[config.mk]
export PLATFORM = sky130hd
export DESIGN_NAME = rpg_mul
export DESIGN_NICKNAME = d
export VERILOG_FILES = /design/src/hdl/rpg_pkg.sv /design/src/hdl/rpg_mul.sv
export SDC_FILE = /design/constraint.sdc
export NUM_CORES = 1
export LEC_CHECK = 0
export ABC_AREA = 1
export BUFFER_PORTS_ARGS = -buffer_cell sky130_fd_sc_hd__buf_4
export CAP_MARGIN = 20
export CORE_ASPECT_RATIO = 1.5
export CORE_UTILIZATION = 56
export CTS_CLUSTER_SIZE = 16
export DETAILED_ROUTE_END_ITERATION = 8
export PLACE_DENSITY = 0.78
export SLEW_MARGIN = 25
export SYNTH_ARGS = -nofsm -noshare
export SYNTH_HDL_FRONTEND = slang
export SYNTH_SLANG_ARGS = --single-unit
[constraint.sdc]
create_clock -name clk -period 12.4 [get_ports clk]
set_input_delay 0 -clock clk [delete_from_list [all_inputs] [get_ports clk]]
set_output_delay 0 -clock clk [all_outputs]
set_load 0.005 [all_outputs]
[src/hdl/rpg_pkg.sv]
// Package with types, codes and helpers shared by the patch growth engine.
`timescale 1ns / 1ps
package rpg_pkg;

  localparam int DEF_MAX_ROWS    = 64;
  localparam int DEF_MAX_COLS    = 64;
  localparam int DEF_WEIGHT_BITS = 16;
  localparam int DIM_W           = 12;

  localparam logic [1:0] REQ_LOAD   = 2'd0;
  localparam logic [1:0] REQ_GATHER = 2'd1;
  localparam logic [1:0] REQ_GROW   = 2'd2;

  localparam logic [1:0] MODE_RANDOM = 2'd0;
  localparam logic [1:0] MODE_CIRC   = 2'd1;
  localparam logic [1:0] MODE_COST   = 2'd2;

  localparam logic [1:0] STAT_OK    = 2'd0;
  localparam logic [1:0] STAT_EMPTY = 2'd1;
  localparam logic [1:0] STAT_ZERO  = 2'd2;

  localparam logic [1:0] CFG_GROW_MODE    = 2'd0;
  localparam logic [1:0] CFG_CONNECTIVITY = 2'd1;
  localparam logic [1:0] CFG_GRID_ROWS    = 2'd2;
  localparam logic [1:0] CFG_GRID_COLS    = 2'd3;

  typedef struct packed {
    logic [1:0]  req_type;
    logic [5:0]  cell_row;
    logic [5:0]  cell_col;
    logic        patch_bit;
    logic [15:0] cell_weight;
    logic [15:0] random_fraction;
  } in_item_t;

  typedef struct packed {
    logic [1:0]  status;
    logic [5:0]  grown_row;
    logic [5:0]  grown_col;
    logic [12:0] frontier_size;
    logic        regathered;
  } out_item_t;

  typedef enum logic [4:0] {
    ST_CLEAR, ST_IDLE, ST_PICK_MUL, ST_PICK_SET,
    ST_SUM_L, ST_SUM_W, ST_SUM_A, ST_SUM_DONE, ST_T1, ST_T2,
    ST_CUM_L, ST_CUM_W, ST_CUM_A,
    ST_TAKE, ST_TAKE2, ST_TAKE3,
    ST_NB, ST_NB2, ST_NB3,
    ST_G_SELF, ST_G_SELF2, ST_G_NB, ST_G_NB2,
    ST_OUT
  } state_t;

  // Neighbor offset {dr, dc}, each a 2-bit signed value.
  function automatic logic [3:0] nb_offset(input logic conn8, input logic [2:0] k);
    logic [3:0] o;
    o = 4'b0000;
    if (conn8) begin
      unique case (k)
        3'd0: o = {2'b11, 2'b11};
        3'd1: o = {2'b00, 2'b11};
        3'd2: o = {2'b01, 2'b11};
        3'd3: o = {2'b11, 2'b00};
        3'd4: o = {2'b01, 2'b00};
        3'd5: o = {2'b11, 2'b01};
        3'd6: o = {2'b00, 2'b01};
        3'd7: o = {2'b01, 2'b01};
        default: o = 4'b0000;
      endcase
    end else begin
      unique case (k[1:0])
        2'd0: o = {2'b00, 2'b11};
        2'd1: o = {2'b00, 2'b01};
        2'd2: o = {2'b11, 2'b00};
        2'd3: o = {2'b01, 2'b00};
        default: o = 4'b0000;
      endcase
    end
    return o;
  endfunction

endpackage

[src/hdl/rpg_mul.sv]
// Registered multiplier shared by the pick and threshold computations.
`timescale 1ns / 1ps
module rpg_mul import rpg_pkg::*; #(
  parameter int BW = 16
) (
  input  logic             clk,
  input  logic [15:0]      a,
  input  logic [BW-1:0]    b,
  output logic [BW+15:0]   p_r
);

  logic [BW+15:0] p_nxt;

  assign p_nxt = (BW + 16)'(a) * (BW + 16)'(b);

  always_ff @(posedge clk) begin
    p_r <= p_nxt;
  end

endmodule

==> results of run 1 <==
how the worst min path moves through the flow:
| stage | slack, ps | depth (start not counted) | endpoint | from |
|---|---|---|---|---|
| CTS | 60 | 3 | p_r[0] | b[0] |
| global placement | 340 | 3 | p_r[0] | b[0] |
| global route | 70 | 3 | p_r[0] | b[0] |
| finish | 60 | 3 | p_r[0] | b[0] |
| detailed placement | 360 | 3 | p_r[0] | b[0] |
| floorplan | 280 | 3 | p_r[0] | a[0] |
per-stage QoR:
step / hold slack, ps / std cells
after floorplan: 277.2 / 1401
after global placement: 344.8 / 1614
after detailed placement: 357.0 / 1614
after CTS: 60.91 / 1622
after global routing: 72.31 / 1622
final: 56.96 / 1622
placed cells by master (no fill, tap or decap), drive strengths merged:
master	Yosys	final
a21o	1	1
nor3	1	1
nand3b	2	2
clkinv	0	2
nand3	32	32
and2	1	1
nor2	39	39
fa	194	194
dfxtp	32	32
xor2	15	15
inv	433	433
buf	0	64
a21oi	17	17
nand4	4	4
o21bai	1	1
clkbuf	64	6
nand2	458	458
xnor2	3	3
ha	104	104
cell families after synthesis:
logic type	after synthesis	synth area share, %
AO/OA/AOI/OAI	19	0.9859
XOR/XNOR	18	1.553
adder cells (fa/ha/maj)	298	51.07
buffers and inverters	497	18.37
flip-flops	32	6.309
AND/OR/NAND/NOR	537	21.71
area by class of cell:
cell class,instances,area (um^2)
multi-input combinational,872,7647
fill,1564,6760
inverter,433,1625
sequential,32,640.6
timing repair buffer,64,480.5
tap,213,266.5
clock buffer,6,138.9
clock inverter,2,10.01
cells in the mapped netlist, drive strengths merged:
library cell  count  area (um^2)
nor3              1        10.01
a21o              1        7.510
xor2             15        131.4
nand4             4        25.02
nand3b            2        40.04
nor2             39        183.9
nand3            32        185.2
clkbuf           64        240.2
a21oi            17        85.08
dfxtp            32        640.6
inv             433         1625
ha              104         1301
o21bai            1        7.510
nand2           458         1754
xnor2             3        26.28
fa              194         3884
and2              1        6.260
per-layer routing:
metal  up-vias  share of wire, %
met3        58               5.6
li1       3901                 -
met2       295                53
met4         0               3.7
met5         -                 0
met1      3931                37
==> results.yml, run 1 <==
die:
  coreArea_um2: 17570
  start_util_pct: 57.79
  fp.dieArea_um2: 18690
  die_height_um: 166.9
  die_w_um: 111.9
  fp-row-count: 59
  io_pins: 65
final_layout:
  largest_register_ffs: 32
  reg_top3: "p_r (32)"
  fin_area_um2: 10810
  syn_to_final_growth_pct: 6.457
  regMostFlops: "p_r"
  final_nets: 1739
  drive_gt1_share_pct: 7.239
  diodes: 0
  utilization_pct: 61.52
timing:
  maxSlewViolCount: 0
  worst_slew_pin_slew_ps: 276.9
  slew_headroom_pct: 81.54
  worst_slack_ps: 7751
  max_freq_mhz: 215.1
  fin_crit_ps: 4649
  hold_violations: 0
  setup_viol: 0
  rsz0062_at_grt: "no"
  finalSetupTns_ps: 0
  post-route-period-util_pct: 37.49
critical_path:
  slowest_delay_ps: 540
  cp_num_buf_inv: 6
  crit_cells: 20
  path_class: "input port to flop"
  worstPathRequired_ps: 12590
  crit_end: "p_r[26]"
  start_kind: "input port"
  critPathTopFamily: "adder cells"
  cp_common_cell: "fa_1"
  crit_chain: "buf_4 > nand2_1 > fa_1 > inv_1 > fa_1 > inv_1 > fa_1 > inv_1 > fa_1 > fa_1 > inv_1 > fa_1 > inv_1 > ha_1 > nand2_2 > nor2_1 > and2_1 > nand3_1 > nand4_1 > nand2_1"
  worstPathArrival_ps: 4840
  critical_path.startpoint: "a[7]"
  cp_slowest_cell: "fa_1"
  worstPathMaxFanout: 16
  endpoint_kind: "flop"
synthesis:
  synth_nets: 1732
  ys_warn_count: 0
  ys_seq_area_share_pct: 6.309
  syn_area_um2: 10150
  synthCells: 1401
  syn_area_per_cell_um2: 7.247
  ys_ff_latch: 32
  synth_cell_type_count: 22
min_path:
  hold_path_class: "input port to flop"
global_routing:
  overflow: 0
  grt.busiest_layer: "met2"
  antenna_found_initial: 0
  grtUsageMet3_pct: 1.310
  grt_pass1_vias: 8836
  grt_util_all_layers_pct: 26.94
  use_met1_pct: 31.57
  gr-usage-met2_pct: 49.91
  grt_max_degree: 17
  grt_pass1_wl_um: 40160
placement:
  dp_hpwl_um: 19640
  placed_area_um2: 10660
  gp_congestion: 0.9167
  pre_cts_ws_ps: 7485
  port_buffers: 64
cts:
  clockBufferDepth: 2
  post_cts_buffers: 0
  cts_buffers: 5
  ctsHtreeMaxLevel: 2
  cts_hold_buf: 0
  clkTransAtPathRegs_ps: 60
  clockRootBuffer: "clkbuf_16"
  ctsResizeCount: 0
  tritoncts: "built"
  cts_sinks: 32
run_status:
  violations: "design-rule violations"
  status: "complete, but fails checks"
routing:
  via_per_inst: 5.046
  remaining_drc_errors: 2
  antenna_left: 0
  drt-total-wl_um: 23130
  drtIter0Drc: 399
  vias: 8185
  drt_first_pass_iters: 7
  wire_per_inst_um: 14.26
run:
  maxCapViolations: 0
Power of run 1 is left out: the tool's default activity adds up to more than one toggle a clock period on the data nets, which glitch-free logic cannot reach.
==> run 2: changes to the inputs <==
ABC_AREA = 0   (was 1)
PLACE_DENSITY = 0.82   (was 0.78)
clock period = 3.82 ns   (was 12.4 ns; I/O delays follow)
==> run 2 against run 1 <==
Effect of this change: non-clock buffer count is 196 higher; synthesized cell count decreased by 25%; first-iteration DRC count increased by 93%; flip-flop and latch count stayed put; worst setup slack got worse by 9000 ps; via count is 9.7% higher; the flow finishes with violations (negative setup slack); synthesized area shrank 7.7%; count of clock-buffer cells in the layout up 2.
==> results.yml, run 2 <==
final_layout:
  multi_input_area_um2: 8452
  seq_area_um2: 640.6
  regMostFlops: "p_r"
  final_common_cell: "buf_4"
  largest_register_ffs: 32
  drive_gt1_share_pct: 33.18
  diodes: 0
  reg_top3: "p_r (32)"
  nFillCells: 837
  layout_common_cells: "198 x buf_4, 191 x inv_1, 178 x fa_1, 144 x nand2_1, 102 x and2_1"
  syn_to_final_growth_pct: 35.35
  final_nets: 1599
critical_path:
  start_kind: "input port"
  cp_slowest_cell: "fa_1"
  crit_cells: 21
  critPathTopFamily: "adder cells"
  worstPathRequired_ps: 3990
  path_class: "input port to flop"
  worstPathMaxFanout: 5
  worstPathArrival_ps: 5240
  cp_common_cell: "fa_1"
  slowest_delay_ps: 640
  cp_num_buf_inv: 7
  crit_chain: "buf_12 > buf_8 > buf_4 > and2_1 > fa_1 > fa_1 > inv_2 > fa_1 > inv_2 > fa_1 > fa_1 > ha_4 > ha_4 > buf_4 > nand4_1 > nor4_4 > and2_4 > o2bb2ai_2 > buf_4 > nor2_2 > o211a_1"
  endpoint_kind: "flop"
min_path:
  min_from: "b[0]"
  hold_path_class: "input port to flop"
  whs_path_depth: 2
  worstHoldEndpoint: "p_r[0]"
synthesis:
  ys_seq_area_share_pct: 6.835
  synthFlopType: "dfxtp_1"
  synth_nets: 1377
  synth.most_common_cell: "inv_1"
  synth-compound-area-share_pct: 6.835
  synth_cell_type_count: 52
  syn_area_um2: 9373
  async_flop_share_pct: 0
  synthAdderAreaFrac_pct: 55.32
  synthXorXnorAreaFrac_pct: 2.523
  synthMuxAreaShare_pct: 0.1068
  yosys.area_share.simple_pct: 17.59
  synth_top_family_by_area: "adder cells"
  synth_edf_count: 0
  synth.top_cell.area_share_pct: 41.44
  ys_warn_count: 0
  synthTopCellsByCount: "221 x inv_1, 194 x fa_1, 159 x nand2_1"
  yosysTopAreaCell: "fa_1"
  yosys-top-cells-area: "fa_1 41%, ha_1 14%, inv_1 8.9%"
  synthCells: 1046
  ys_ff_latch: 32
  syn_area_per_cell_um2: 8.961
global_routing:
  antenna_found_initial: 0
  grt_max_degree: 16
  grt_pass1_wl_um: 47210
  grt_util_all_layers_pct: 35.62
  overflow: 0
  grt_pass1_vias: 9439
timing:
  post-route-period-util_pct: 132.7
  fin_crit_ps: 5068
  hold_violations: 0
  maxSlewViolCount: 0
  worst_slew_pin_slew_ps: 389.2
  rsz0062_at_grt: "yes"
  finalSetupTns_ps: -22500
  max_freq_mhz: 197.3
  timing.hold.ws_ps: 89.55
  worst_slack_ps: -1248
  slew_headroom_pct: 73.94
  setup_viol: 24
run_status:
  status: "complete, but fails checks"
  violations: "negative setup slack"
die:
  fp.dieArea_um2: 17270
  coreArea_um2: 16260
  die_height_um: 160.4
  io_pins: 65
  fp-row-count: 57
  start_util_pct: 57.64
  die_w_um: 107.6
routing:
  drt-total-wl_um: 32970
  drt_first_pass_iters: 6
  drtIter0Drc: 770
  remaining_drc_errors: 0
  antenna_left: 0
  via_per_inst: 6.085
  wire_per_inst_um: 22.35
  vias: 8976
placement:
  pre_cts_ws_ps: -1442
  dp_hpwl_um: 20690
  port_buffers: 64
  gp_congestion: 0.8906
cts:
  tritoncts: "built"
  clockRootBuffer: "clkbuf_16"
  ctsHtreeMaxLevel: 2
  clockBufferDepth: 2
  cts_sinks: 32
  cts_buffers: 5
  clkTransAtPathRegs_ps: 50
run:
  maxCapViolations: 0
run 2: cell types whose count changed in the layout (fill, tap and decap cells not counted), moves of 22 or more:
cell / delta
inv_2: +29
buf_6: +38
and2_4: +23
nor2_1: -24
nand2_1: -300
nand3_1: -22
and2_1: +101
buf_4: +134
inv_1: -241
run 2: through the flow:
| stage | utilization, % | cell area, um^2 | instances |
|---|---|---|---|
| after global routing | 78.02 | 12690 | 1475 |
| after CTS | 75.18 | 12230 | 1452 |
| after global placement | 69.98 | 11380 | 1426 |
| after floorplan | - | 9928 | 1046 |
| final | 78.02 | 12690 | 1475 |
| after detailed placement | 69.98 | 11380 | 1426 |
run 2: final cells by class:
type / instances / share of cell area [%]
clock buffer: 8 / 1.154
inverter: 221 / 6.539
multi-input combinational: 748 / 66.62
sequential: 32 / 5.050
tap: 206 / 2.032
timing repair buffer: 260 / 18.60
run 2: logic make-up after synthesis:
| group | count (synthesis) |
|---|---|
| DFF | 32 |
| buffers and inverters | 266 |
| adders and majority gates | 298 |
| xor gates and xnor gates | 27 |
| AOI/OAI and AO/OA | 93 |
| and+or+nand+nor | 329 |
| muxes | 1 |
run 2: repair_timing:
item	CTS	global route
pin swaps	61	52
gates resized for setup	129	78
hold buffers	0	0
setup endpoints to repair	24	24
buffers inserted	19	24
gates cloned	0	2
hold endpoints to repair	0	0
run 2: worst max path at each step:
stage / startpoint / end / slack, ps
after floorplan: b[6] / p_r[30] / -1060
after global placement: a[5] / p_r[31] / -1360
after detailed placement: a[5] / p_r[31] / -1440
after CTS: b[13] / p_r[30] / -1000
after global routing: b[14] / p_r[30] / -1310
final: a[12] / p_r[30] / -1250
run 2: per-layer routing:
layer / track usage [%] / wire length [um] / up-vias
li1: - / - / 3610
met1: 41.65 / 10630 / 4323
met3: 3.531 / 2730 / 305
met4: 21.54 / 3243 / 0
met2: 62.24 / 16360 / 738
met5: 0 / 0 / -
Power of run 2 is left out for the same reason.
==> run 3: changes to the inputs <==
CORE_UTILIZATION = 55   (was 56)
PLACE_DENSITY = 0.81   (was 0.82)
==> run 3 against run 2 <==
Effect of this change: the run still ends with negative setup slack left; sequential share of layout area about the same; non-clock buffer count down 12; utilization down 2.7 points; count of clock-buffer cells in the layout unchanged; flip-flop and latch count is the same; via count down 2.5%; routed wire length fell by 2.2%; global-route usage shrank 1.5 points; final cell count is 0.54% lower; worst setup slack lost 35 ps; first-iteration DRC count rose by 5.5%; cell area is 0.87% lower.
==> results.yml, run 3 (synthesis results as in run 2) <==
run_status:
  status: "complete, but fails checks"
  violations: "negative setup slack"
routing:
  via_per_inst: 5.967
  drt_first_pass_iters: 6
  antenna_left: 0
  vias: 8753
  wire_per_inst_um: 21.99
  drtIter0Drc: 812
  remaining_drc_errors: 0
  drt-total-wl_um: 32260
final_layout:
  regMostFlops: "p_r"
  reg_top3: "p_r (32)"
  final_nets: 1587
  final_common_cell: "buf_4"
  drive_gt1_share_pct: 33.65
  diodes: 0
  largest_register_ffs: 32
  syn_to_final_growth_pct: 34.17
  layout_common_cells: "190 x buf_4, 188 x inv_1, 171 x fa_1, 148 x nand2_1, 96 x and2_1"
global_routing:
  grt_pass1_vias: 9230
  overflow: 0
  grt_pass1_wl_um: 45400
  grt_max_degree: 15
  antenna_found_initial: 0
  grt_util_all_layers_pct: 34.12
critical_path:
  endpoint_kind: "flop"
  critPathTopFamily: "adder cells"
  cp_num_buf_inv: 7
  worstPathMaxFanout: 6
  crit_chain: "buf_12 > buf_8 > and2_4 > fa_1 > inv_1 > fa_2 > fa_1 > inv_2 > ha_4 > fa_1 > inv_2 > fa_1 > inv_2 > ha_4 > a211o_1 > a221o_1 > a221oi_2 > buf_4 > o21ai_1 > a21oi_1 > xnor2_1"
  start_kind: "input port"
  cp_common_cell: "fa_1"
  worstPathRequired_ps: 4020
  cp_slowest_cell: "fa_1"
  slowest_delay_ps: 560
  worstPathArrival_ps: 5300
  path_class: "input port to flop"
timing:
  worst_slew_pin_slew_ps: 367.1
  maxSlewViolCount: 0
  setup_viol: 24
  fin_crit_ps: 5103
  max_freq_mhz: 196.0
  post-route-period-util_pct: 133.6
  worst_slack_ps: -1283
  hold_violations: 0
  rsz0062_at_grt: "yes"
  finalSetupTns_ps: -22480
  slew_headroom_pct: 75.22
cts:
  cts_hold_buf: 0
  clockRootBuffer: "clkbuf_16"
  ctsHtreeMaxLevel: 2
  cts_buffers: 5
  tritoncts: "built"
  clkTransAtPathRegs_ps: 50
  cts_sinks: 32
  clockBufferDepth: 2
die:
  io_pins: 65
  die_w_um: 108.6
  fp-row-count: 58
  fp.dieArea_um2: 17580
  die_height_um: 161.9
  start_util_pct: 56.15
  coreArea_um2: 16690
run:
  maxCapViolations: 0
placement:
  gp_congestion: 0.8801
  port_buffers: 64
  dp_hpwl_um: 20590
min_path:
  hold_path_class: "input port to flop"
-- run 3: cell types whose count changed in the layout (fill, tap and decap cells not counted), sizes merged --
cell    change
clkbuf      -1
buf        -11
-- run 3: metrics by stage --
| step | area (um^2) | util, % | setup WS [ps] | cells | hold slack [ps] |
|---|---|---|---|---|---|
| after global placement | 11340 | 67.95 | -1373 | 1426 | 312.4 |
| after global routing | 12580 | 75.34 | -1342 | 1467 | 65.62 |
| after detailed placement | 11340 | 67.95 | -1410 | 1426 | 322.1 |
| after CTS | 12160 | 72.83 | -1039 | 1450 | 38.68 |
| final | 12580 | 75.34 | -1283 | 1467 | 49.09 |
| after floorplan | 9928 | - | -1057 | 1046 | 121.7 |
-- run 3: final cells by class --
type	count	area, um^2
Clock buffer	8	146.4
Fill cell	930	4115
Inverter	221	829.5
Multi-Input combinational cell	748	8471
Sequential cell	32	640.6
Tap cell	210	262.8
Timing Repair Buffer	248	2226
-- run 3: timing repair --
item	in CTS	in global routing
gates cloned	1	1
endpoints found under the setup margin	24	24
resized for setup	121	85
setup buffers	15	18
pin swaps	66	53
-- run 3: final timing paths --
| path | from | end | slack (ps) | depth (start not counted) |
|---|---|---|---|---|
| hold / removal | b[0] | p_r[0] | 50 | 2 |
| setup / recovery | a[4] | p_r[23] | -1280 | 21 |
-- run 3: per-layer routing --
| metal | GRT usage (%) | wire (um) | share of wire, % | vias to the layer above |
|---|---|---|---|---|
| met5 | 0 | 0 | 0 | - |
| li1 | - | - | - | 3590 |
| met3 | 5.056 | 2336 | 7.2 | 286 |
| met1 | 37.64 | 10550 | 33 | 4281 |
| met2 | 59.35 | 16020 | 50 | 596 |
| met4 | 23.65 | 3349 | 10 | 0 |
Power of run 3 is left out for the same reason.
